## config.mk

```make
export PLATFORM = sky130hd
export DESIGN_NAME = sws_dp
export DESIGN_NICKNAME = d
export VERILOG_FILES = /design/src/hdl/sliding_window_sender_macros.svh /design/src/hdl/sws_pkg.sv /design/src/hdl/sws_ram.sv /design/src/hdl/sws_dp.sv
export SDC_FILE = /design/constraint.sdc
export NUM_CORES = 2
export LEC_CHECK = 0
export ABC_AREA = 1
export BUFFER_PORTS_ARGS = -buffer_cell sky130_fd_sc_hd__buf_2
export CORE_MARGIN = 3
export CORE_UTILIZATION = 23
export DETAILED_ROUTE_END_ITERATION = 16
export SLEW_MARGIN = 20
export SYNTH_ARGS = -nofsm -noshare
export SYNTH_HDL_FRONTEND = slang
export SYNTH_HIERARCHICAL = 1
export SYNTH_SLANG_ARGS = --single-unit
```

## constraint.sdc

```tcl
create_clock -name clk_i -period 17.56 [get_ports clk_i]
set_input_delay 0.878 -clock clk_i [delete_from_list [all_inputs] [get_ports clk_i]]
set_output_delay 0.878 -clock clk_i [all_outputs]
set_load 0.01 [all_outputs]
```

## src/hdl/sliding_window_sender_macros.svh

```systemverilog
// ----------------------------------------------------------------------------
// Sliding window sender assertion macros
// Implication and next-cycle checks on clk_i with async reset rst_ni.
// ----------------------------------------------------------------------------
`ifndef SLIDING_WINDOW_SENDER_MACROS_SVH
`define SLIDING_WINDOW_SENDER_MACROS_SVH
`ifndef NO_ASSERTIONS
`define SWS_ASSERT_IMP(label, ante, cons) \
  label: assert property (@(posedge clk_i) disable iff (!rst_ni) (ante) |-> (cons)) \
    else $error("sws check failed");
`define SWS_ASSERT_NXT(label, ante, cons) \
  label: assert property (@(posedge clk_i) disable iff (!rst_ni) (ante) |=> (cons)) \
    else $error("sws check failed");
`else
`define SWS_ASSERT_IMP(label, ante, cons)
`define SWS_ASSERT_NXT(label, ante, cons)
`endif
`endif

```

## src/hdl/sws_pkg.sv

```systemverilog
// ----------------------------------------------------------------------------
// Sliding window sender package
// Types, codes and constants shared by the sender modules.
// ----------------------------------------------------------------------------
package sws_pkg;

  localparam int unsigned WINDOW_MAX_DEF = 16;
  localparam int unsigned MAX_RESULTS    = 16;
  localparam int unsigned CNT_W          = 5;
  localparam int unsigned RES_IDX_W      = 4;
  localparam int unsigned APB_ADDR_W     = 5;

  typedef enum logic [1:0] {
    CMD_START = 2'd0,
    CMD_ACK   = 2'd1,
    CMD_TICK  = 2'd2
  } sws_cmd_e;

  typedef enum logic [1:0] {
    ST_RUN   = 2'd0,
    ST_DONE  = 2'd1,
    ST_DOWN  = 2'd2,
    ST_RETRY = 2'd3
  } sws_status_e;

  typedef enum logic [2:0] {
    REG_FILE_BYTES    = 3'd0,
    REG_PAYLOAD_BYTES = 3'd1,
    REG_PACKET_COUNT  = 3'd2,
    REG_WINDOW_SLOTS  = 3'd3,
    REG_RESEND_TICKS  = 3'd4,
    REG_RETRY_LIMIT   = 3'd5,
    REG_SILENCE_TICKS = 3'd6
  } sws_reg_e;

  typedef enum logic [3:0] {
    OP_NONE     = 4'd0,
    OP_ACCEPT   = 4'd1,
    OP_SEND_NEW = 4'd2,
    OP_DONE_CHK = 4'd3,
    OP_SCAN_RD  = 4'd4,
    OP_SCAN_EV  = 4'd5,
    OP_EMIT_MUL = 4'd6,
    OP_EMIT_OUT = 4'd7
  } sws_op_e;

  typedef enum logic [1:0] {
    R_SEND = 2'd0,
    R_CHK  = 2'd1,
    R_SCAN = 2'd2,
    R_EMIT = 2'd3
  } sws_route_e;

  typedef struct packed {
    logic [31:0] file_bytes;
    logic [14:0] payload_bytes;
    logic [31:0] packet_count;
    logic [4:0]  window_slots;
    logic [15:0] resend_ticks;
    logic [3:0]  retry_limit;
    logic [15:0] silence_ticks;
  } sws_cfg_t;

  typedef struct packed {
    logic [1:0]  command;
    logic [31:0] ack_number;
  } sws_cmd_t;

  typedef struct packed {
    logic        send_valid;
    logic [31:0] send_seq;
    logic [14:0] payload_length;
    logic        is_resend;
    logic [1:0]  status;
    logic        last;
  } sws_res_t;

  typedef struct packed {
    sws_route_e route;
    logic       can_send;
    logic       scan_more;
    logic       scan_fail;
    logic       more_res;
    logic       out_fire;
  } sws_stat_t;

endpackage

```

## src/hdl/sws_ram.sv

```systemverilog
// ----------------------------------------------------------------------------
// Generic RAM
// One write port, one read port with registered read data.
// ----------------------------------------------------------------------------
module sws_ram #(
  parameter int unsigned Width = 36,
  parameter int unsigned Depth = 16,
  localparam int unsigned AddrW = (Depth > 1) ? $clog2(Depth) : 1
) (
  input  logic             clk_i,
  input  logic             we_i,
  input  logic [AddrW-1:0] waddr_i,
  input  logic [Width-1:0] wdata_i,
  input  logic             re_i,
  input  logic [AddrW-1:0] raddr_i,
  output logic [Width-1:0] rdata_o
);

  logic [Width-1:0] mem_q [Depth];
  logic [Width-1:0] rdata_q;

  always_ff @(posedge clk_i) begin
    if (we_i) begin
      mem_q[waddr_i] <= wdata_i;
    end
    if (re_i) begin
      rdata_q <= mem_q[raddr_i];
    end
  end

  assign rdata_o = rdata_q;

endmodule

```

## src/hdl/sws_dp.sv

```systemverilog
// ----------------------------------------------------------------------------
// Sliding window sender datapath
// Window state, slot memory, result list and output register.
// ----------------------------------------------------------------------------
module sws_dp import sws_pkg::*; #(
  parameter int unsigned WindowMax = WINDOW_MAX_DEF
) (
  input  logic      clk_i,
  input  logic      rst_ni,
  input  sws_cfg_t  cfg_i,
  input  sws_op_e   op_i,
  input  sws_cmd_t  cmd_i,
  input  logic      res_ready_i,
  output logic      res_valid_o,
  output sws_res_t  res_data_o,
  output sws_stat_t stat_o
);

  localparam int unsigned SlotW = (WindowMax > 1) ? $clog2(WindowMax) : 1;
  localparam int unsigned EffW  = $clog2(WindowMax + 1);
  localparam int unsigned CmpW  = (EffW > 5) ? EffW : 5;
  localparam logic [SlotW:0]     WinN   = (SlotW + 1)'(WindowMax);
  localparam logic [CNT_W-1:0]   ResMax = CNT_W'(MAX_RESULTS);
  localparam logic [CmpW-1:0]    WinCmp = CmpW'(WindowMax);

  logic [31:0]      base_q, next_q, tick_q, last_ack_q, scan_seq_q;
  logic [SlotW-1:0] base_slot_q, next_slot_q, scan_slot_q;
  sws_status_e      status_q;
  logic             started_q;
  logic [CNT_W-1:0] count_q, ptr_q;
  logic [31:0]      rbuf_seq_q [MAX_RESULTS];
  logic             rbuf_rs_q  [MAX_RESULTS];
  logic             em_vld_q, em_rs_q;
  logic [31:0]      em_seq_q;
  logic [46:0]      em_off_q;
  logic             res_valid_q;
  sws_res_t         res_q;

  logic             active, in_range, silent, can_send, scan_more, due, scan_fail;
  logic [31:0]      tick_inc, ack_diff;
  logic [EffW-1:0]  eff;
  logic [32:0]      limit;
  logic [SlotW:0]   slot_sum;
  logic [SlotW-1:0] new_base_slot, next_slot_nx, scan_slot_nx;
  logic [35:0]      rd_data, wr_data;
  logic [31:0]      rd_tick;
  logic [3:0]       rd_retries;
  logic             ram_we;
  logic [SlotW-1:0] ram_waddr;
  sws_route_e       route;
  logic [47:0]      off_sum, file48;
  logic [14:0]      len;
  logic [CNT_W-1:0] ptr_inc;
  logic             out_fire;

  assign active   = started_q && (status_q == ST_RUN);
  assign in_range = (cmd_i.ack_number >= base_q) && (cmd_i.ack_number < next_q);
  assign tick_inc = tick_q + 32'd1;
  assign silent   = (tick_inc - last_ack_q) > {16'd0, cfg_i.silence_ticks};

  always_comb begin
    if (cfg_i.window_slots == 5'd0) begin
      eff = EffW'(1);
    end else if (CmpW'(cfg_i.window_slots) > WinCmp) begin
      eff = EffW'(WindowMax);
    end else begin
      eff = EffW'(cfg_i.window_slots);
    end
  end

  assign limit    = {1'b0, base_q} + 33'(eff);
  assign can_send = (count_q < ResMax) && (next_q < cfg_i.packet_count) &&
                    ({1'b0, next_q} < limit);

  assign ack_diff      = cmd_i.ack_number + 32'd1 - base_q;
  assign slot_sum      = {1'b0, base_slot_q} + ack_diff[SlotW:0];
  assign new_base_slot = (slot_sum >= WinN) ? SlotW'(slot_sum - WinN) : slot_sum[SlotW-1:0];
  assign next_slot_nx  = ({1'b0, next_slot_q} == WinN - 1'b1) ? '0 : next_slot_q + 1'b1;
  assign scan_slot_nx  = ({1'b0, scan_slot_q} == WinN - 1'b1) ? '0 : scan_slot_q + 1'b1;

  assign scan_more  = (scan_seq_q < next_q) && (count_q < ResMax);
  assign rd_tick    = rd_data[35:4];
  assign rd_retries = rd_data[3:0];
  assign due        = (tick_q - rd_tick) >= {16'd0, cfg_i.resend_ticks};
  assign scan_fail  = due && (rd_retries >= cfg_i.retry_limit);

  always_comb begin
    unique case (cmd_i.command)
      CMD_START: route = started_q ? R_EMIT : R_SEND;
      CMD_ACK:   route = !active ? R_EMIT : (in_range ? R_SEND : R_CHK);
      CMD_TICK:  route = (!active || silent) ? R_EMIT : R_SCAN;
      default:   route = R_EMIT;
    endcase
  end

  assign ram_we    = ((op_i == OP_SEND_NEW) && can_send) ||
                     ((op_i == OP_SCAN_EV) && due && !scan_fail);
  assign ram_waddr = (op_i == OP_SEND_NEW) ? next_slot_q : scan_slot_q;
  assign wr_data   = (op_i == OP_SEND_NEW) ? {tick_q, 4'd0} : {tick_q, rd_retries + 4'd1};

  sws_ram #(
    .Width (36),
    .Depth (WindowMax)
  ) u_slot_ram (
    .clk_i   (clk_i),
    .we_i    (ram_we),
    .waddr_i (ram_waddr),
    .wdata_i (wr_data),
    .re_i    (op_i == OP_SCAN_RD),
    .raddr_i (scan_slot_q),
    .rdata_o (rd_data)
  );

  always_ff @(posedge clk_i or negedge rst_ni) begin
    if (!rst_ni) begin
      base_q      <= '0;
      next_q      <= '0;
      tick_q      <= '0;
      last_ack_q  <= '0;
      base_slot_q <= '0;
      next_slot_q <= '0;
      status_q    <= ST_RUN;
      started_q   <= 1'b0;
      count_q     <= '0;
      ptr_q       <= '0;
      res_valid_q <= 1'b0;
    end else begin
      if (out_fire) begin
        res_valid_q <= 1'b0;
        ptr_q       <= ptr_inc;
      end
      unique case (op_i)
        OP_ACCEPT: begin
          count_q <= '0;
          ptr_q   <= '0;
          unique case (cmd_i.command)
            CMD_START: begin
              if (!started_q) begin
                started_q  <= 1'b1;
                last_ack_q <= tick_q;
              end
            end
            CMD_ACK: begin
              if (active) begin
                last_ack_q <= tick_q;
                if (in_range) begin
                  base_q      <= cmd_i.ack_number + 32'd1;
                  base_slot_q <= new_base_slot;
                end
              end
            end
            CMD_TICK: begin
              tick_q <= tick_inc;
              if (active && silent) begin
                status_q <= ST_DOWN;
              end
            end
            default: ;
          endcase
        end
        OP_SEND_NEW: begin
          if (can_send) begin
            count_q     <= count_q + 1'b1;
            next_q      <= next_q + 32'd1;
            next_slot_q <= next_slot_nx;
          end
        end
        OP_DONE_CHK: begin
          if (base_q >= cfg_i.packet_count) begin
            status_q <= ST_DONE;
          end
        end
        OP_SCAN_EV: begin
          if (scan_fail) begin
            status_q <= ST_RETRY;
          end else if (due) begin
            count_q <= count_q + 1'b1;
          end
        end
        OP_EMIT_OUT: res_valid_q <= 1'b1;
        default: ;
      endcase
    end
  end

  assign off_sum = {1'b0, em_off_q} + 48'(cfg_i.payload_bytes);
  assign file48  = 48'(cfg_i.file_bytes);
  always_comb begin
    if (off_sum > file48) begin
      len = ({1'b0, em_off_q} >= file48) ? 15'd0 : 15'(cfg_i.file_bytes - em_off_q[31:0]);
    end else begin
      len = cfg_i.payload_bytes;
    end
  end

  assign ptr_inc  = ptr_q + 1'b1;
  assign out_fire = res_valid_q && res_ready_i;

  always_ff @(posedge clk_i) begin
    if (op_i == OP_ACCEPT) begin
      scan_seq_q  <= base_q;
      scan_slot_q <= base_slot_q;
    end
    if ((op_i == OP_SEND_NEW) && can_send) begin
      rbuf_seq_q[count_q[RES_IDX_W-1:0]] <= next_q;
      rbuf_rs_q[count_q[RES_IDX_W-1:0]]  <= 1'b0;
    end
    if (op_i == OP_SCAN_EV) begin
      scan_seq_q  <= scan_seq_q + 32'd1;
      scan_slot_q <= scan_slot_nx;
      if (due && !scan_fail) begin
        rbuf_seq_q[count_q[RES_IDX_W-1:0]] <= scan_seq_q;
        rbuf_rs_q[count_q[RES_IDX_W-1:0]]  <= 1'b1;
      end
    end
    if (op_i == OP_EMIT_MUL) begin
      em_vld_q <= (count_q != '0);
      em_seq_q <= (count_q != '0) ? rbuf_seq_q[ptr_q[RES_IDX_W-1:0]] : 32'd0;
      em_rs_q  <= (count_q != '0) && rbuf_rs_q[ptr_q[RES_IDX_W-1:0]];
      em_off_q <= rbuf_seq_q[ptr_q[RES_IDX_W-1:0]] * cfg_i.payload_bytes;
    end
    if (op_i == OP_EMIT_OUT) begin
      res_q.send_valid     <= em_vld_q;
      res_q.send_seq       <= em_seq_q;
      res_q.payload_length <= em_vld_q ? len : 15'd0;
      res_q.is_resend      <= em_rs_q;
      res_q.status         <= status_q;
      res_q.last           <= (ptr_inc >= count_q);
    end
  end

  assign res_valid_o      = res_valid_q;
  assign res_data_o       = res_q;
  assign stat_o.route     = route;
  assign stat_o.can_send  = can_send;
  assign stat_o.scan_more = scan_more;
  assign stat_o.scan_fail = scan_fail;
  assign stat_o.more_res  = ptr_inc < count_q;
  assign stat_o.out_fire  = out_fire;

endmodule

```

---- Word-level counts from Yosys, hierarchy flattened ----
Memories as Yosys holds them, arrays and structs flattened. A register that Yosys moved wholly into a read port is not among the register bits.
Index checks and enable logic that the tools add are counted.
storage, ports and cells
  register bits ........................... 319
  bits in latches ......................... 0
  memory bits (writable) .................. 1104
  bits in read-only memories .............. 0
  input bits .............................. 161
  output and inout port bits .............. 60
  logic and storage cells ................. 159
  memories kept ........................... 3
operators by class
  $add $sub $neg .......................... 17
  multipliers ............................. 1
  divide/modulo/power cells ............... 0
  $lt $le $gt $ge ......................... 16
  equal/unequal tests ..................... 20
  shift-type cells ........................ 0
  multiplexer cells ....................... 43
  bitwise logic cells ..................... 2
  reductions and logical operators ........ 34
memories
  memory            depth  bits a word  rd ports  clocked after memory_dff  write ports  RTL line       text
  u_slot_ram.mem_q  16     36           1         1                         1            sws_ram.sv:19  logic [Width-1:0] mem_q [Depth];
  rbuf_seq_q        16     32           1         0                         1            sws_dp.sv:31   logic [31:0] rbuf_seq_q [MAX_RESULTS];
  rbuf_rs_q         16     1            1         0                         1            sws_dp.sv:32   logic rbuf_rs_q [MAX_RESULTS];
operators by type and width
  kind                                                                    number
  32-bit 2-to-1 mux                                                       5
  32-bit by 1-bit adder with 32-bit output (second input constant)        4
  32-bit < comparator                                                     3
  32-bit greater-or-equal comparator                                      2
  32-bit one-hot mux with 2 select lines                                  1
  32-bit subtractor                                                       2
  47-bit by 15-bit adder with 48-bit output                               1
  48-bit by 32-bit greater-than comparator with 1-bit output              1
  47-bit by 32-bit greater-or-equal comparator with 1-bit output          1
  32-bit by 15-bit multiplier with 47-bit output                          1
  5-bit 2-to-1 mux                                                        7
  32-bit by 5-bit adder with 33-bit output                                1
  32-bit by 33-bit < comparator with 1-bit output                         1
  32-bit by 16-bit greater-or-equal comparator with 1-bit output          1
  32-bit by 16-bit greater-than comparator with 1-bit output              1
  15-bit 2-to-1 mux                                                       2
  4-bit 2-to-1 mux                                                        7
  4-bit by 3-bit equality test with 1-bit output (second input constant)  4
  2-bit != test (second input constant)                                   8
  5-bit one-hot mux with 3 select lines                                   1
  15-bit subtractor                                                       1
  1-bit logical AND                                                       13
  4-bit by 1-bit adder with 4-bit output (second input constant)          3
  1-bit 2-to-1 mux                                                        12
  29 further kinds                                                        50

---- Longest topological paths before layout ----
  word-level depth ........................ 10
  mapped depth ............................ 37
  depth with buffers taken out ............ 35

---- Hierarchy ----
The synthesis kept the hierarchy.
modules (own cells, without submodules)
  module   instances  cells each  area each (sq um)  sequential area each (sq um)
  sws_dp   1          7708        65974.5            24683.7
  sws_ram  1          2379        25754.7            18377.6

---- Least setup slack after synthesis ----
OpenSTA, ideal clock, no wires.
  path kind ............................... input-to-reg
  start ................................... input op_i[2]
  end ..................................... register em_off_q[0], enable pin
  setup time .............................. 0.621 ns
  arrival ................................. 6.530 ns
  data required time ...................... 16.939 ns
  setup slack ............................. 10.410 ns
  cell stages on the path ................. 4
  path buffers ............................ 0
  cell sequence ........................... inv_1 nor2_1 inv_1 nor3_1
between the ends
  cells in the longest elaborated chain, start to end .. 1
RTL lines
  item                                            RTL line       text
  from (decl)                                     sws_dp.sv:11   input sws_op_e op_i,
  4-bit by 3-bit equality test with 1-bit output  sws_dp.sv:216  if (op_i == OP_EMIT_MUL) begin
  to (signal assigned)                            sws_dp.sv:220  em_off_q <= rbuf_seq_q[ptr_q[RES_IDX_W-1:0]] * cfg_i.payload_bytes;
  to (decl)                                       sws_dp.sv:35   logic [46:0] em_off_q;
No other way between the ends.
A chain may end at the register's enable or synchronous reset.

---- Worst setup path after layout ----
  start ................................... register ptr_q[0]
  end ..................................... register em_off_q[41] (data pin)
between the ends
  cells in the longest elaborated chain, start to end .. 2
RTL lines
  item                                            RTL line       text
  from (decl)                                     sws_dp.sv:30   logic [CNT_W-1:0] count_q, ptr_q;
  from (signal assigned)                          sws_dp.sv:130  ptr_q <= ptr_inc;
  memory read 16 x 32 bit                         --
  32-bit by 15-bit multiplier with 47-bit output  sws_dp.sv:220
No other way between the ends.

==> metrics <==
status=finished, final reports clean; GPL Wtd Cong=0.905; Setup CP Type=flop to flop; max-slew violation count=0; clock buffer depth=4; antenna violations before repair=41; clock-pin slew on the worst setup and hold paths=about 0.06 ns; final net count=~11000; asr flop ratio synth=0.103; largest net degree at the start of global routing=~220; setup bufs post-CTS=0; synth unique cells=approximately 60; DRC errors left=0; Mapped Area=91700 um^2; final WL=around 280 mm; Chip Height=638 um; Fmax=106 MHz; dpl hpwl=196 mm; CTS Hold Bufs=0; Hold Vio Cnt, Final=0; worst clock skew=approximately 0.083 ns; first-pass detailed-route iteration total=6; # IOs=221; Post-synth EDFFs=about 1300; drt wl/cell=18.0 um; via count=roughly 70000; most common cell after layout, fill and taps aside=nand2_1; die width=about 640 um; CORE AREA=between 300000 and 400000 um^2; Startpoint Class=flop; dominant synthesized flop cell=edfxtp_1; Mapped Nets=11160; Crit path arrival time=~10 ns; Routed Antenna Nets=0; Post-Place Worst Slack=8.19 ns; port bufs=220; fin worst setup slack=8.14 ns; final core occ=0.263; Clock Sinks=~1500; row count=~230; 1st-iter DRT viols=6154; crit end category=flop; Post-Syn Instances=10087; Seq/Total Area, Yosys=0.469; PostCTS Resize Cnt=0; most frequent cells in the layout=nand2_1, inv_1, edfxtp_1; vias per inst=between 4 and 5; layout cell share with drive strength beyond 1=0.0689; Ys Warns=6; Tmin final=9.42 ns; worst-path maximum fanout=~110; Tightest Pin Transition=about 1.1 ns; CP most frequent cell=nand2_1; worst hold slack=0.0878 ns; total CTS buffers=between 150 and 200; Worst path max stage delay=~0.72 ns; Final Setup Violations=0; Synth Register Bits=roughly 1500; Fin Setup TNS=0 ns; global-route wire length before repair=~420 mm; mean area per synthesized cell=just over 9 um^2; fin crit share=0.536; CTS tree=done; clk root buf=clkbuf_16; Total GRT Usage=0.135; starting density of the core=0.231; RSZ-0062 raised after global routing=no; vias in the first global route=about 68000; die area=around 410000 um^2; area growth from synthesis to layout=13.7%; WP data required=~18 ns; MaxCap Viol Count=0; worst skew pair latency=0.87 ns; H-tree levels=4; Fillers=42159; total gr overflow=0; Worst Hold Class=primary input to asynchronous set/reset pin; Slowest-stage cell, CP=buf_4; Slew Limit Headroom=0.239
==> cell usage after synthesis, types with 26 or more instances <==
master | n | area, um^2
dfrtp_1 | 150 | 3750
fa_1 | 396 | 7930
a21oi_1 | 351 | 1760
nor4_1 | 30 | 188
nor2_2 | 26 | 163
ha_1 | 516 | 6460
o21ai_0 | 404 | 2020
xnor2_1 | 52 | 455
o22ai_1 | 39 | 244
edfxtp_1 | 1309 | 39300
nand3_1 | 715 | 3580
buf_4 | 32 | 240
inv_1 | 1661 | 6230
nand2_1 | 2519 | 9460
a221oi_1 | 33 | 289
nand4_1 | 135 | 845
nor3_1 | 81 | 405
buf_2 | 82 | 410
o21ai_1 | 48 | 240
clkbuf_1 | 179 | 672
xor2_1 | 206 | 1800
nor2_1 | 826 | 3100
o221ai_1 | 38 | 333
==> worst max-delay path: cells and delay by family (launching register included) <==
kind	cells	cell delay (ns)
adder cells (fa/ha/maj)	7	3.47
XOR/XNOR	1	0.06
AND/OR/NAND/NOR	11	1.82
buffers and inverters	6	2.06
flip-flops	1	0.70
AO/OA/AOI/OAI	4	0.92
==> routing by layer <==
layer | global-route usage | vias up | part of all wire
met5 | 0 | - | 0.00046
met4 | 0.0350 | 20 | 0.025
met3 | 0.0192 | 427 | 0.070
met2 | 0.221 | 2398 | 0.46
met1 | 0.187 | 33951 | 0.45
li1 | - | 33180 | -
==> state kept, by name, summed over array words and instances, names as in the netlist <==
name	cells
u_slot_ram/mem_q	576
rbuf_seq_q	512
res_data_o	52
em_off_q	47
u_slot_ram/rdata_o	36
base_q	32
em_seq_q	32
last_ack_q	32
next_q	32
scan_seq_q	32
tick_q	32
rbuf_rs_q	16
count_q	5
ptr_q	5
base_slot_q	4
next_slot_q	4
scan_slot_q	4
status_q	2
em_rs_q	1
em_vld_q	1
res_valid_o	1
started_q	1
==> stage by stage <==
stage	std cells	area (um^2)
after floorplan	10087	91700
after global placement	15324	98900
after detailed placement	15325	99000
after CTS	15622	104000
after global routing	15625	104000
final	15632	104000
==> final timing paths <==
| kind | from | endpoint | slack (ns) | depth (start not counted) |
|---|---|---|---|---|
| max reg2reg | ptr_q[0] | em_off_q[41] | 8.14 | 29 |
| max | ptr_q[0] | em_off_q[41] | 8.14 | 29 |
| min | rst_ni | tick_q[0] | 0.09 | 1 |
| min in group clk_i | cmd_i[32] | started_q | 0.39 | 4 |
| max in group asynchronous | rst_ni | next_q[19] | 15.84 | 2 |
| min reg2reg | em_seq_q[19] | res_data_o[38] | 0.41 | 0 |
==> area by class of cell <==
type | instances | area [um^2] | area share
flip-flops and latches | 1459 | 43100 | 0.413
multi-input cells | 6598 | 41000 | 0.393
well taps | 5242 | 6560 | 0.0629
inverters | 1700 | 6400 | 0.0613
clock buffers | 192 | 4280 | 0.0411
repair buffers | 326 | 1940 | 0.0186
clock inverters | 105 | 1000 | 0.00960
diodes | 10 | 25.0 | 0.000240
==> kinds of logic after synthesis <==
family                     Yosys count  synth area share
and+or+nand+nor                   4413             0.200
AOI/OAI and AO/OA                 1013            0.0615
adders and majority gates          912             0.157
DFF                               1459             0.469
muxes                                2          0.000218
buffers and inverters             2030            0.0869
xor gates and xnor gates           258            0.0246
Power is not shown: default switching activity piles up to over one toggle a cycle in this logic, so the estimate is an artifact.
