$ cat src/hdl/sliding_window_sender_macros.svh
// ----------------------------------------------------------------------------
// Sliding window sender assertion macros
// Implication and next-cycle checks on clk_i with async reset rst_ni.
// ----------------------------------------------------------------------------
`ifndef SLIDING_WINDOW_SENDER_MACROS_SVH
`define SLIDING_WINDOW_SENDER_MACROS_SVH
`ifndef NO_ASSERTIONS
`define SWS_ASSERT_IMP(label, ante, cons) \
  label: assert property (@(posedge clk_i) disable iff (!rst_ni) (ante) |-> (cons)) \
    else $error("sws check failed");
`define SWS_ASSERT_NXT(label, ante, cons) \
  label: assert property (@(posedge clk_i) disable iff (!rst_ni) (ante) |=> (cons)) \
    else $error("sws check failed");
`else
`define SWS_ASSERT_IMP(label, ante, cons)
`define SWS_ASSERT_NXT(label, ante, cons)
`endif
`endif

$ cat src/hdl/sws_pkg.sv
// ----------------------------------------------------------------------------
// Sliding window sender package
// Types, codes and constants shared by the sender modules.
// ----------------------------------------------------------------------------
package sws_pkg;

  localparam int unsigned WINDOW_MAX_DEF = 16;
  localparam int unsigned MAX_RESULTS    = 16;
  localparam int unsigned CNT_W          = 5;
  localparam int unsigned RES_IDX_W      = 4;
  localparam int unsigned APB_ADDR_W     = 5;

  typedef enum logic [1:0] {
    CMD_START = 2'd0,
    CMD_ACK   = 2'd1,
    CMD_TICK  = 2'd2
  } sws_cmd_e;

  typedef enum logic [1:0] {
    ST_RUN   = 2'd0,
    ST_DONE  = 2'd1,
    ST_DOWN  = 2'd2,
    ST_RETRY = 2'd3
  } sws_status_e;

  typedef enum logic [2:0] {
    REG_FILE_BYTES    = 3'd0,
    REG_PAYLOAD_BYTES = 3'd1,
    REG_PACKET_COUNT  = 3'd2,
    REG_WINDOW_SLOTS  = 3'd3,
    REG_RESEND_TICKS  = 3'd4,
    REG_RETRY_LIMIT   = 3'd5,
    REG_SILENCE_TICKS = 3'd6
  } sws_reg_e;

  typedef enum logic [3:0] {
    OP_NONE     = 4'd0,
    OP_ACCEPT   = 4'd1,
    OP_SEND_NEW = 4'd2,
    OP_DONE_CHK = 4'd3,
    OP_SCAN_RD  = 4'd4,
    OP_SCAN_EV  = 4'd5,
    OP_EMIT_MUL = 4'd6,
    OP_EMIT_OUT = 4'd7
  } sws_op_e;

  typedef enum logic [1:0] {
    R_SEND = 2'd0,
    R_CHK  = 2'd1,
    R_SCAN = 2'd2,
    R_EMIT = 2'd3
  } sws_route_e;

  typedef struct packed {
    logic [31:0] file_bytes;
    logic [14:0] payload_bytes;
    logic [31:0] packet_count;
    logic [4:0]  window_slots;
    logic [15:0] resend_ticks;
    logic [3:0]  retry_limit;
    logic [15:0] silence_ticks;
  } sws_cfg_t;

  typedef struct packed {
    logic [1:0]  command;
    logic [31:0] ack_number;
  } sws_cmd_t;

  typedef struct packed {
    logic        send_valid;
    logic [31:0] send_seq;
    logic [14:0] payload_length;
    logic        is_resend;
    logic [1:0]  status;
    logic        last;
  } sws_res_t;

  typedef struct packed {
    sws_route_e route;
    logic       can_send;
    logic       scan_more;
    logic       scan_fail;
    logic       more_res;
    logic       out_fire;
  } sws_stat_t;

endpackage

$ cat src/hdl/sws_ctrl.sv
// ----------------------------------------------------------------------------
// Sliding window sender controller
// Sequences accept, send, scan and result transfer steps.
// ----------------------------------------------------------------------------
module sws_ctrl import sws_pkg::*; (
  input  logic      clk_i,
  input  logic      rst_ni,
  input  logic      cmd_valid_i,
  output logic      cmd_ready_o,
  input  sws_stat_t stat_i,
  output sws_op_e   op_o
);

  typedef enum logic [7:0] {
    S_IDLE    = 8'b0000_0001,
    S_SEND    = 8'b0000_0010,
    S_CHK     = 8'b0000_0100,
    S_SCAN_RD = 8'b0000_1000,
    S_SCAN_EV = 8'b0001_0000,
    S_MUL     = 8'b0010_0000,
    S_OUT     = 8'b0100_0000,
    S_WAIT    = 8'b1000_0000
  } state_e;

  state_e state_q, state_d;

  always_ff @(posedge clk_i or negedge rst_ni) begin
    if (!rst_ni) begin
      state_q <= S_IDLE;
    end else begin
      state_q <= state_d;
    end
  end

  always_comb begin
    state_d     = state_q;
    op_o        = OP_NONE;
    cmd_ready_o = 1'b0;
    unique case (state_q)
      S_IDLE: begin
        cmd_ready_o = 1'b1;
        if (cmd_valid_i) begin
          op_o = OP_ACCEPT;
          unique case (stat_i.route)
            R_SEND:  state_d = S_SEND;
            R_CHK:   state_d = S_CHK;
            R_SCAN:  state_d = S_SCAN_RD;
            default: state_d = S_MUL;
          endcase
        end
      end
      S_SEND: begin
        op_o = OP_SEND_NEW;
        if (!stat_i.can_send) begin
          state_d = S_CHK;
        end
      end
      S_CHK: begin
        op_o    = OP_DONE_CHK;
        state_d = S_MUL;
      end
      S_SCAN_RD: begin
        if (stat_i.scan_more) begin
          op_o    = OP_SCAN_RD;
          state_d = S_SCAN_EV;
        end else begin
          state_d = S_MUL;
        end
      end
      S_SCAN_EV: begin
        op_o    = OP_SCAN_EV;
        state_d = stat_i.scan_fail ? S_MUL : S_SCAN_RD;
      end
      S_MUL: begin
        op_o    = OP_EMIT_MUL;
        state_d = S_OUT;
      end
      S_OUT: begin
        op_o    = OP_EMIT_OUT;
        state_d = S_WAIT;
      end
      S_WAIT: begin
        if (stat_i.out_fire) begin
          state_d = stat_i.more_res ? S_MUL : S_IDLE;
        end
      end
      default: state_d = S_IDLE;
    endcase
  end

endmodule

$ cat config.mk
export PLATFORM = sky130hd
export DESIGN_NAME = sws_ctrl
export DESIGN_NICKNAME = d
export VERILOG_FILES = /design/src/hdl/sliding_window_sender_macros.svh /design/src/hdl/sws_pkg.sv /design/src/hdl/sws_ctrl.sv
export SDC_FILE = /design/constraint.sdc
export NUM_CORES = 1
export LEC_CHECK = 0
export BUFFER_PORTS_ARGS = -buffer_cell sky130_fd_sc_hd__buf_4
export CAP_MARGIN = 20
export CELL_PAD_IN_SITES_DETAIL_PLACEMENT = 1
export CELL_PAD_IN_SITES_GLOBAL_PLACEMENT = 1
export CORE_ASPECT_RATIO = 1.4
export CORE_MARGIN = 1
export CORE_UTILIZATION = 34
export CTS_CLUSTER_DIAMETER = 60
export DETAILED_ROUTE_END_ITERATION = 12
export GPL_TIMING_DRIVEN = 0
export PLACE_DENSITY_LB_ADDON = 0.3
export RECOVER_POWER = 25
export SLEW_MARGIN = 20
export SYNTH_ARGS = -nofsm -noshare
export SYNTH_HDL_FRONTEND = slang
export SYNTH_SLANG_ARGS = --single-unit
$ cat constraint.sdc
create_clock -name clk_i -period 2.35 [get_ports clk_i]
set_input_delay 0.47 -clock clk_i [delete_from_list [all_inputs] [get_ports clk_i]]
set_output_delay 0.47 -clock clk_i [all_outputs]
set_load 0.01 [all_outputs]
* Word-level counts from Yosys, hierarchy flattened
Cells that the tools add are included.
** Cells by class
- Eq/ne operators :: 13
- Multiplexer cells :: 12
- Reductions and logical operators :: 2
** Operators by type and width (number)
- case mux 8 bit (8 select lines) :: 1
- 2-to-1 mux 8 bit :: 3
- case mux 3 bit (7 select lines) :: 1
- 2-to-1 mux 6 bit :: 3
- case mux 6 bit (3 select lines) :: 1
- equality test 8 x 1 -> 1 bit, second input constant :: 1
- equality test 8 x 2 -> 1 bit, second input constant :: 1
- equality test 8 x 3 -> 1 bit, second input constant :: 1
- equality test 8 x 4 -> 1 bit, second input constant :: 1
- equality test 8 x 5 -> 1 bit, second input constant :: 1
- equality test 8 x 6 -> 1 bit, second input constant :: 1
- equality test 8 x 7 -> 1 bit, second input constant :: 1
- equality test 8 bit, second input constant :: 1
- inequality test 2 bit, second input constant :: 3
- 2-to-1 mux 3 bit :: 1
- AND reduction 3 bit :: 1
- equality test 2 x 1 -> 1 bit, second input constant :: 1
- equality test 2 bit, second input constant :: 1
- zero test 2 bit :: 1
- 2-to-1 mux 1 bit :: 2
** Storage, ports and cells
- Bits in registers :: 8
- Output and inout bits :: 5
- Logic and storage cells :: 28

* Longest topological paths before layout
Gate-level depths: netlist of the first run.
- Depth in word-level cells :: 4
- Depth in mapped cells :: 6
- Mapped depth without buffers :: 5

* Worst setup path after synthesis of the first run
No wires, ideal clock.
- Kind :: register -> output
- From :: reg state_q[4]
- To :: out op_o[0]
- Arrival time :: 1.880 ns
- Data required time :: 1.880 ns
- Setup slack :: 0.000 ns
- Cell stages (with the launch flop) :: 7
- Path through :: dfrtp_1 > buf_6 > or4_4 > or3_4 > nor3b_4 > a32oi_1 > nand2_1
** Between the ends
- Cells in the longest elaborated chain, start to end :: 2
- Elaborated cells on any way between the ends :: 8
- Those cells by class :: eq/ne: 7; mux: 1
** Ends and longest elaborated chain
- from (decl) :: line sws_ctrl.sv:25 : state_e state_q, state_d;
- from (signal assigned) :: line sws_ctrl.sv:31 : state_q <= state_d;
- equality test 8 x 7 -> 1 bit, or another cell as far along :: line sws_ctrl.sv:39 : unique case (state_q)
- case mux 3 bit (7 select lines) (*) :: line sws_ctrl.sv:39
- to (decl) :: line sws_ctrl.sv:11 : output sws_op_e op_o
Mark *: on every way between the ends. The rest lies on a longest branch, timed or not.

* Worst setup path after layout of the first run
- From :: reg state_q[7]
- To :: out op_o[0]
Same word-level chain as after synthesis.

==> flow_summary.yaml, run 1 <==
yosys:
  synth.avg_cell_area_um2: 8.96
  synthFlopType: "dfrtp_1"
  netlist_area_um2: 627
  synth_edf_count: 0
  ys_types: 37
  async_flop_share_pct: 100
  seq_area_frac_synth_pct: 32.1
  ys_seq_elements: 8
  synth_nets: 80
  yosysWarningCount: 0
  synth_cells: 70
worst_setup_path:
  critPathMaxFanout: 7
  cp.required_ps: 1880
  crit_path_start_kind: "flop"
  critical_path_class: "flop to output port"
  endpoint_kind: "output port"
  crit_arrival_ps: 2100
global_route:
  antenna_found_initial: 0
  grt_pass1_wl_um: 2910
  grt-ovfl-total: 0
  track_usage_pct: 20.2
  grt_pass1_vias: 646
  grt_max_degree: 10
timing:
  finalMaxSlewViolations: 0
  fin_crit_ps: 2570
  max_freq_mhz: 390
  whs_ps: 111
  final-hold-violation-count: 0
  clock_skew_ps: 19.1
  setup_violations: 3
  rsz0062_at_grt: "true"
  finalCritPeriodShare_pct: 109
  layout_setup_ws_ps: -217
route:
  wl_per_cell_um: 15.8
  vias: 617
  antenna_left: 0
  drt_iter0_markers: 8
  finalWirelength_um: 1770
  drt_first_pass_iters: 4
  viasPerCell: 5.51
  remaining_drc_errors: 0
placed_design:
  pre_cts_slack_ps: -256
  place.gp.congestion: 0.785
  place_area_um2: 749
  hpwlAfterDp_um: 1250
  placed_cells: 103
  port_buffers: 13
die:
  core_area_mm2: 0.00176
  start_util_pct: 35.7
  die_h_um: 52.8
  die-area_mm2: 0.00202
  die_w_um: 38.3
  placementRows: 18
  ioPinCount: 15
clock_tree:
  cts_made_buffers: 3
  clk_latency_ps: 250
  clockBufferDepth: 2
  clock-sinks: 8
  cts-root-buf: "clkbuf_4"
  htreeDepth: 1
  cts_tree: "done"
  clk_pin_slew_worst_paths_ps: 70
layout:
  diodes: 0
  largest_reg_flops: 8
  nets: 103
  design_area_um2: 856
  mostFrequentLayoutCells: "buf_4, dfrtp_2, nor3_1, inv_1, nand2b_1"
  instances_no_fill: 112
  layout-drive-gt1-share_pct: 45.7
  top_register: "state_q"
  area_growth_pct: 36.5
  final_common_cell: "buf_4"
  reg_top3: "state_q (8)"
min_path:
  hold_path_class: "input port to asynchronous set/reset pin"
power:
  irDropWorstVdd_mv: 0.813
  p_per_area_mw_per_mm2: 1190
  power.leakage_nw: 0.371
  p_total_mw: 1.02
run_status:
  status: "complete, but fails checks"
  failed_checks: "negative setup slack"
job:
  drv_cap: 0
-- cell usage after synthesis, drive strengths merged (2+ instances only) --
master,instances,area (um^2)
xnor2,2,17.5
nand2,3,11.3
a21oi,3,15.0
o31a,2,17.5
nor4b,2,17.5
inv,4,15.0
nor2,2,7.51
nor4,4,25.0
clkbuf,3,11.3
nor2b,3,18.8
a32oi,2,17.5
buf,3,23.8
or4,3,26.3
nand3,2,10.0
dfrtp,7,175
nand2b,4,25.0
nor3,5,30.0
-- stage by stage --
stage          TNS, ps  utilization, %
2_1_floorplan        0               -
3_3_place_gp      -511            42.7
3_5_place_dp      -502            42.7
4_1_cts           -636            47.5
5_1_grt           -765            48.7
6_report          -590            48.7
-- where the power goes --
group / internal, mW / switching, mW
sequential: 0.183 / 0.0588
clock: 0.0648 / 0.0473
combinational: 0.370 / 0.299
total: 0.618 / 0.405
-- path summary, 6_finish.rpt --
check                            from    endpoint  slack [ps]  cells past startpoint
setup / recovery           state_q[7]     op_o[0]        -220                      6
hold / removal                 rst_ni  state_q[7]         110                      1
setup reg to reg           state_q[7]  state_q[5]         100                      7
hold reg to reg            state_q[1]  state_q[7]         570                      2
max in group asynchronous      rst_ni  state_q[0]        1890                      1
min in group clk_i          stat_i[3]  state_q[4]         480                      2
-- layout make-up --
cell class	count	area (um^2)
fillers	217	901
multi-input cells	52	394
flip-flops and latches	8	208
repair buffers	23	180
clock buffers	4	26.3
well taps	20	25.0
inverters	4	15.0
plain buffers	1	7.51
-- kinds of logic after synthesis --
kind of cell / after synthesis / share of synthesized area [%]
AND/OR/NAND/NOR: 34 / 37.3
AO/OA/AOI/OAI: 14 / 17.8
other: 1 / 0.598
flip-flops: 8 / 32.1
buffers and inverters: 10 / 7.98
XOR/XNOR: 3 / 4.19
-- timing repair --
action / in CTS / in global routing
pin swaps: 2 / 2
buffers inserted: 7 / 4
endpoints found under the setup margin: 3 / 5
hold buffers: 0 / 0
resized for setup: 8 / 5
-- critical path: stages, from the launching register on --
cell,delay [ps]
dfrtp_2,460
or4_4,520
or3_4,370
nor3b_4,210
a32oi_1,80
nand2_1,100
buf_6,100
-- layer usage --
| layer | part of all wire [%] | global-route usage (%) |
|---|---|---|
| met1 | 40 | 22.9 |
| met2 | 57 | 38.7 |
| met3 | 1.5 | 1.70 |
| met4 | 1.2 | 4.17 |
| met5 | 0 | 0 |
(Power assumes the default switching activity.)
==> inputs of run 2 (changes only) <==
Settings changed: SETUP_SLACK_MARGIN set to 0.4.
==> flow_summary.yaml, run 2 (synthesis results as in run 1) <==
worst_setup_path:
  endpoint_kind: "output port"
  cpPeakStageDelay_ps: 530
  critPathMostFrequentCell: "or4_4"
  critPathMaxFanout: 2
  cp.required_ps: 1880
  crit_path_start_kind: "flop"
  slowest_stage: "or4_4"
  path_cells: "clkbuf_8 > or4_4 > or4_4 > a21boi_2 > nand2b_1 > buf_6"
  crit_arrival_ps: 2190
  critical_path_class: "flop to output port"
layout:
  reg_top3: "state_q (8)"
  top_register: "state_q"
  mostFrequentLayoutCells: "buf_4, dfrtp_1"
  diodes: 0
  design_area_um2: 941
  area_growth_pct: 50.1
  largest_reg_flops: 8
  final_common_cell: "buf_4"
  nets: 108
  fill_cells: 215
  layout-drive-gt1-share_pct: 48.5
timing:
  clock_skew_ps: 11.5
  fin_crit_ps: 2660
  finalCritPeriodShare_pct: 113
  fin_tns_setup_ps: -835
  setup_violations: 3
  whs_ps: 125
  final-hold-violation-count: 0
  finalMaxSlewViolations: 0
  rsz0062_at_grt: "true"
  max_freq_mhz: 376
  layout_setup_ws_ps: -309
power:
  intPower_mw: 0.677
  irDropWorstVdd_mv: 0.833
  p_per_area_mw_per_mm2: 1210
  netSwitchingPower_mw: 0.466
  power.share.sequential_pct: 19.6
  power.leakage_nw: 0.410
  power_frac_clock_pct: 10.2
  power.share.combinational_pct: 70.3
  p_total_mw: 1.14
  swShare_pct: 40.8
min_path:
  hold_path_class: "input port to asynchronous set/reset pin"
die:
  die_h_um: 52.8
  core_area_mm2: 0.00176
  die_w_um: 38.3
  die-area_mm2: 0.00202
  start_util_pct: 35.7
  ioPinCount: 15
  placementRows: 18
route:
  drt_iter0_markers: 6
  antenna_left: 0
  vias: 641
  drt_first_pass_iters: 4
  wl_per_cell_um: 17.7
  viasPerCell: 5.48
  remaining_drc_errors: 0
  finalWirelength_um: 2070
global_route:
  grt-ovfl-total: 0
  track_usage_pct: 23.1
  grt_pass1_wl_um: 3130
  antenna_found_initial: 0
  grt_max_degree: 10
  grt_pass1_vias: 679
placed_design:
  place.gp.congestion: 0.767
  place_area_um2: 763
  port_buffers: 13
  hpwlAfterDp_um: 1380
clock_tree:
  cts-root-buf: "clkbuf_4"
  cts_made_buffers: 3
  cts_tree: "done"
  clk_pin_slew_worst_paths_ps: 60
  clockBufferDepth: 2
  clock-sinks: 8
  hold_buffers: 0
  htreeDepth: 1
  clk_latency_ps: 260
run_status:
  failed_checks: "negative setup slack"
  status: "complete, but fails checks"
job:
  drv_cap: 0
[run 2: changes by cell type in the layout (fill, tap and decap cells not counted), sizes merged]
cell,change
buf,+3
clkbuf,+2
[run 2: path summary, 6_finish.rpt]
kind | start | slack, ps | cells past startpoint | end
worst max register to register | state_q[4] | 130 | 7 | state_q[0]
max in group asynchronous | rst_ni | 1870 | 1 | state_q[0]
min in group clk_i | stat_i[3] | 480 | 2 | state_q[4]
worst min-delay path | rst_ni | 130 | 1 | state_q[6]
worst min register to register | state_q[7] | 560 | 2 | state_q[6]
worst max-delay path | state_q[1] | -310 | 6 | op_o[2]
[run 2: power groups by stage]
stage               logic, mW  registers [mW]  clock network [mW]
global placement        0.525           0.224                   0
CTS                     0.730           0.218               0.117
detailed placement      0.538           0.229                   0
finish                  0.803           0.224               0.116
floorplan               0.379           0.210                   0
global route            0.862           0.228               0.123
[run 2: area by class of cell]
class	count	area (um^2)	area share, %
Multi-Input combinational cell	52	432	45.9
Sequential cell	8	203	21.5
Inverter	4	15.0	1.60
Buffer	6	56.3	5.98
Timing Repair Buffer	23	184	19.5
Clock buffer	4	26.3	2.79
Tap cell	20	25.0	2.66
[run 2: timing repair]
| item | in CTS | in global routing |
|---|---|---|
| endpoints found under the setup margin | 8 | 8 |
| cloned | 0 | 0 |
| buffers inserted | 9 | 1 |
| resized for setup | 10 | 11 |
| endpoints found under the hold margin | 0 | 0 |
| pin swaps | 4 | 5 |
[run 2: layer usage]
metal	GRT usage, %	up-vias	wire length [um]
met5	0	-	0
li1	-	310	-
met3	2.55	2	25
met1	25.1	316	779
met4	9.52	0	9
met2	42.9	13	1250
[run 2: through the flow]
| step | std cells | worst slack [ps] | utilization, % |
|---|---|---|---|
| 2_1_floorplan | 70 | 25.8 | - |
| 3_3_place_gp | 103 | -156 | 43.4 |
| 3_5_place_dp | 103 | -159 | 43.4 |
| 4_1_cts | 116 | -304 | 50.7 |
| 5_1_grt | 117 | -385 | 53.6 |
| 6_report | 117 | -309 | 53.6 |
[run 2: critical path, delay by kind of cell, from the launching register on]
family / cells / cell delay [ps]
and+or+nand+nor: 3 / 1100
buffers and inverters: 2 / 250
AOI/OAI and AO/OA: 1 / 170
DFF: 1 / 390
==> inputs of run 3 (changes only) <==
Settings changed: CORE_ASPECT_RATIO 1.4 to not set, CORE_UTILIZATION 34 to 36, CTS_BUF_LIST set to sky130_fd_sc_hd__clkbuf_8.
==> flow_summary.yaml, run 3 (synthesis results as in run 1) <==
route:
  drt_first_pass_iters: 9
  finalWirelength_um: 2550
  wl_per_cell_um: 21.6
  viasPerCell: 6.25
  remaining_drc_errors: 1
  antenna_left: 0
  vias: 738
  drt_iter0_markers: 22
global_route:
  track_usage_pct: 26.3
  grt_pass1_vias: 687
  grt_max_degree: 10
  grt_pass1_wl_um: 3420
  grt-ovfl-total: 0
  antenna_found_initial: 0
worst_setup_path:
  cp.required_ps: 1880
  critical_path_class: "flop to output port"
  endpoint_kind: "output port"
  crit_arrival_ps: 2130
  critPathMaxFanout: 3
  crit_path_start_kind: "flop"
min_path:
  hold_path_class: "input port to asynchronous set/reset pin"
timing:
  finalCritPeriodShare_pct: 111
  clock_skew_ps: 5.43
  rsz0062_at_grt: "true"
  max_freq_mhz: 384
  final-hold-violation-count: 0
  fin_crit_ps: 2600
  relSlewSlack_pct: 60.8
  worstMarginPinSlew_ps: 583
  fin_tns_setup_ps: -912
  setup_violations: 6
  finalMaxSlewViolations: 0
  whs_ps: 150
  layout_setup_ws_ps: -255
clock_tree:
  hold_buffers: 0
  clk_pin_slew_worst_paths_ps: 50
  clock-sinks: 8
  cts_tree: "done"
  htreeDepth: 1
  clk_latency_ps: 240
  clockBufferDepth: 2
  cts_made_buffers: 3
  cts-root-buf: "clkbuf_8"
layout:
  diodes: 0
  multi_input_comb_area_um2: 442
  final_common_cell: "buf_4"
  area_growth_pct: 62.9
  instances_no_fill: 118
  fill_cells: 176
  nets: 113
  register_area_um2: 203
  largest_reg_flops: 8
  layout-drive-gt1-share_pct: 52.9
  mostFrequentLayoutCells: "buf_4, buf_6, dfrtp_1"
  top_register: "state_q"
  reg_top3: "state_q (8)"
power:
  irDropWorstVdd_mv: 0.623
  power.leakage_nw: 0.458
  p_per_area_mw_per_mm2: 1310
die:
  start_util_pct: 40.2
  die_h_um: 43.7
  die-area_mm2: 0.00191
  die_w_um: 43.7
  ioPinCount: 15
  core_area_mm2: 0.00156
  placementRows: 14
job:
  drv_cap: 0
run_status:
  failed_checks: "design-rule violations, negative setup slack"
  status: "complete, but fails checks"
placed_design:
  port_buffers: 13
  pre_cts_slack_ps: -147
  placed_cells: 99
  place.gp.congestion: 0.840
  hpwlAfterDp_um: 1240
[run 3: final timing paths]
check / start / end / slack [ps] / cells past startpoint
max: state_q[4] / op_o[0] / -250 / 7
min: rst_ni / state_q[1] / 150 / 1
max reg2reg: state_q[4] / state_q[5] / -100 / 10
min reg2reg: state_q[6] / state_q[6] / 640 / 2
max in group asynchronous: rst_ni / state_q[0] / 1860 / 1
min in group clk_i: stat_i[3] / state_q[4] / 510 / 2
[run 3: cell type report]
| type | instances | area share, % |
|---|---|---|
| multi-input cells | 52 | 43.3 |
| repair buffers | 28 | 23.5 |
| flip-flops and latches | 8 | 19.9 |
| plain buffers | 6 | 5.51 |
| clock buffers | 3 | 4.04 |
| well taps | 16 | 1.96 |
| inverters | 4 | 1.47 |
| clock inverters | 1 | 0.368 |
[run 3: power by group]
group	switching (mW)	internal [mW]
Clock	0.0602	0.114
Combinational	0.420	0.519
Sequential	0.0484	0.181
Total	0.528	0.814
[run 3: per-stage QoR]
| stage | instance area, um^2 | power [mW] | util [%] |
|---|---|---|---|
| after CTS | 936 | 1.20 | 60.0 |
| after global placement | 758 | 0.741 | 48.6 |
| after global routing | 1020 | 1.41 | 65.5 |
| final | 1020 | 1.34 | 65.5 |
| after floorplan | 641 | 0.590 | - |
| after detailed placement | 758 | 0.752 | 48.6 |
[run 3: what timing repair did]
item                       CTS  global route
setup buffers               10             5
setup endpoints to repair    8             8
pin swaps                    6             7
gates resized for setup     16            11
cloned                       0             0
[run 3: metal layers]
metal / routed length, um / vias up / track usage (%)
met5: 0 / - / 0
met1: 1060 / 364 / 30.4
met2: 1250 / 36 / 43.3
met4: 127 / 0 / 14.4
met3: 115 / 16 / 7.92
li1: - / 322 / -
[run 3: worst max-delay path, stage by stage (launching register included)]
cell and delay, ps:
dfrtp_1 360, buf_6 120, or4_4 540, or3_4 380
nor3b_4 220, a32oi_1 80, nand2_1 80, buf_4 120
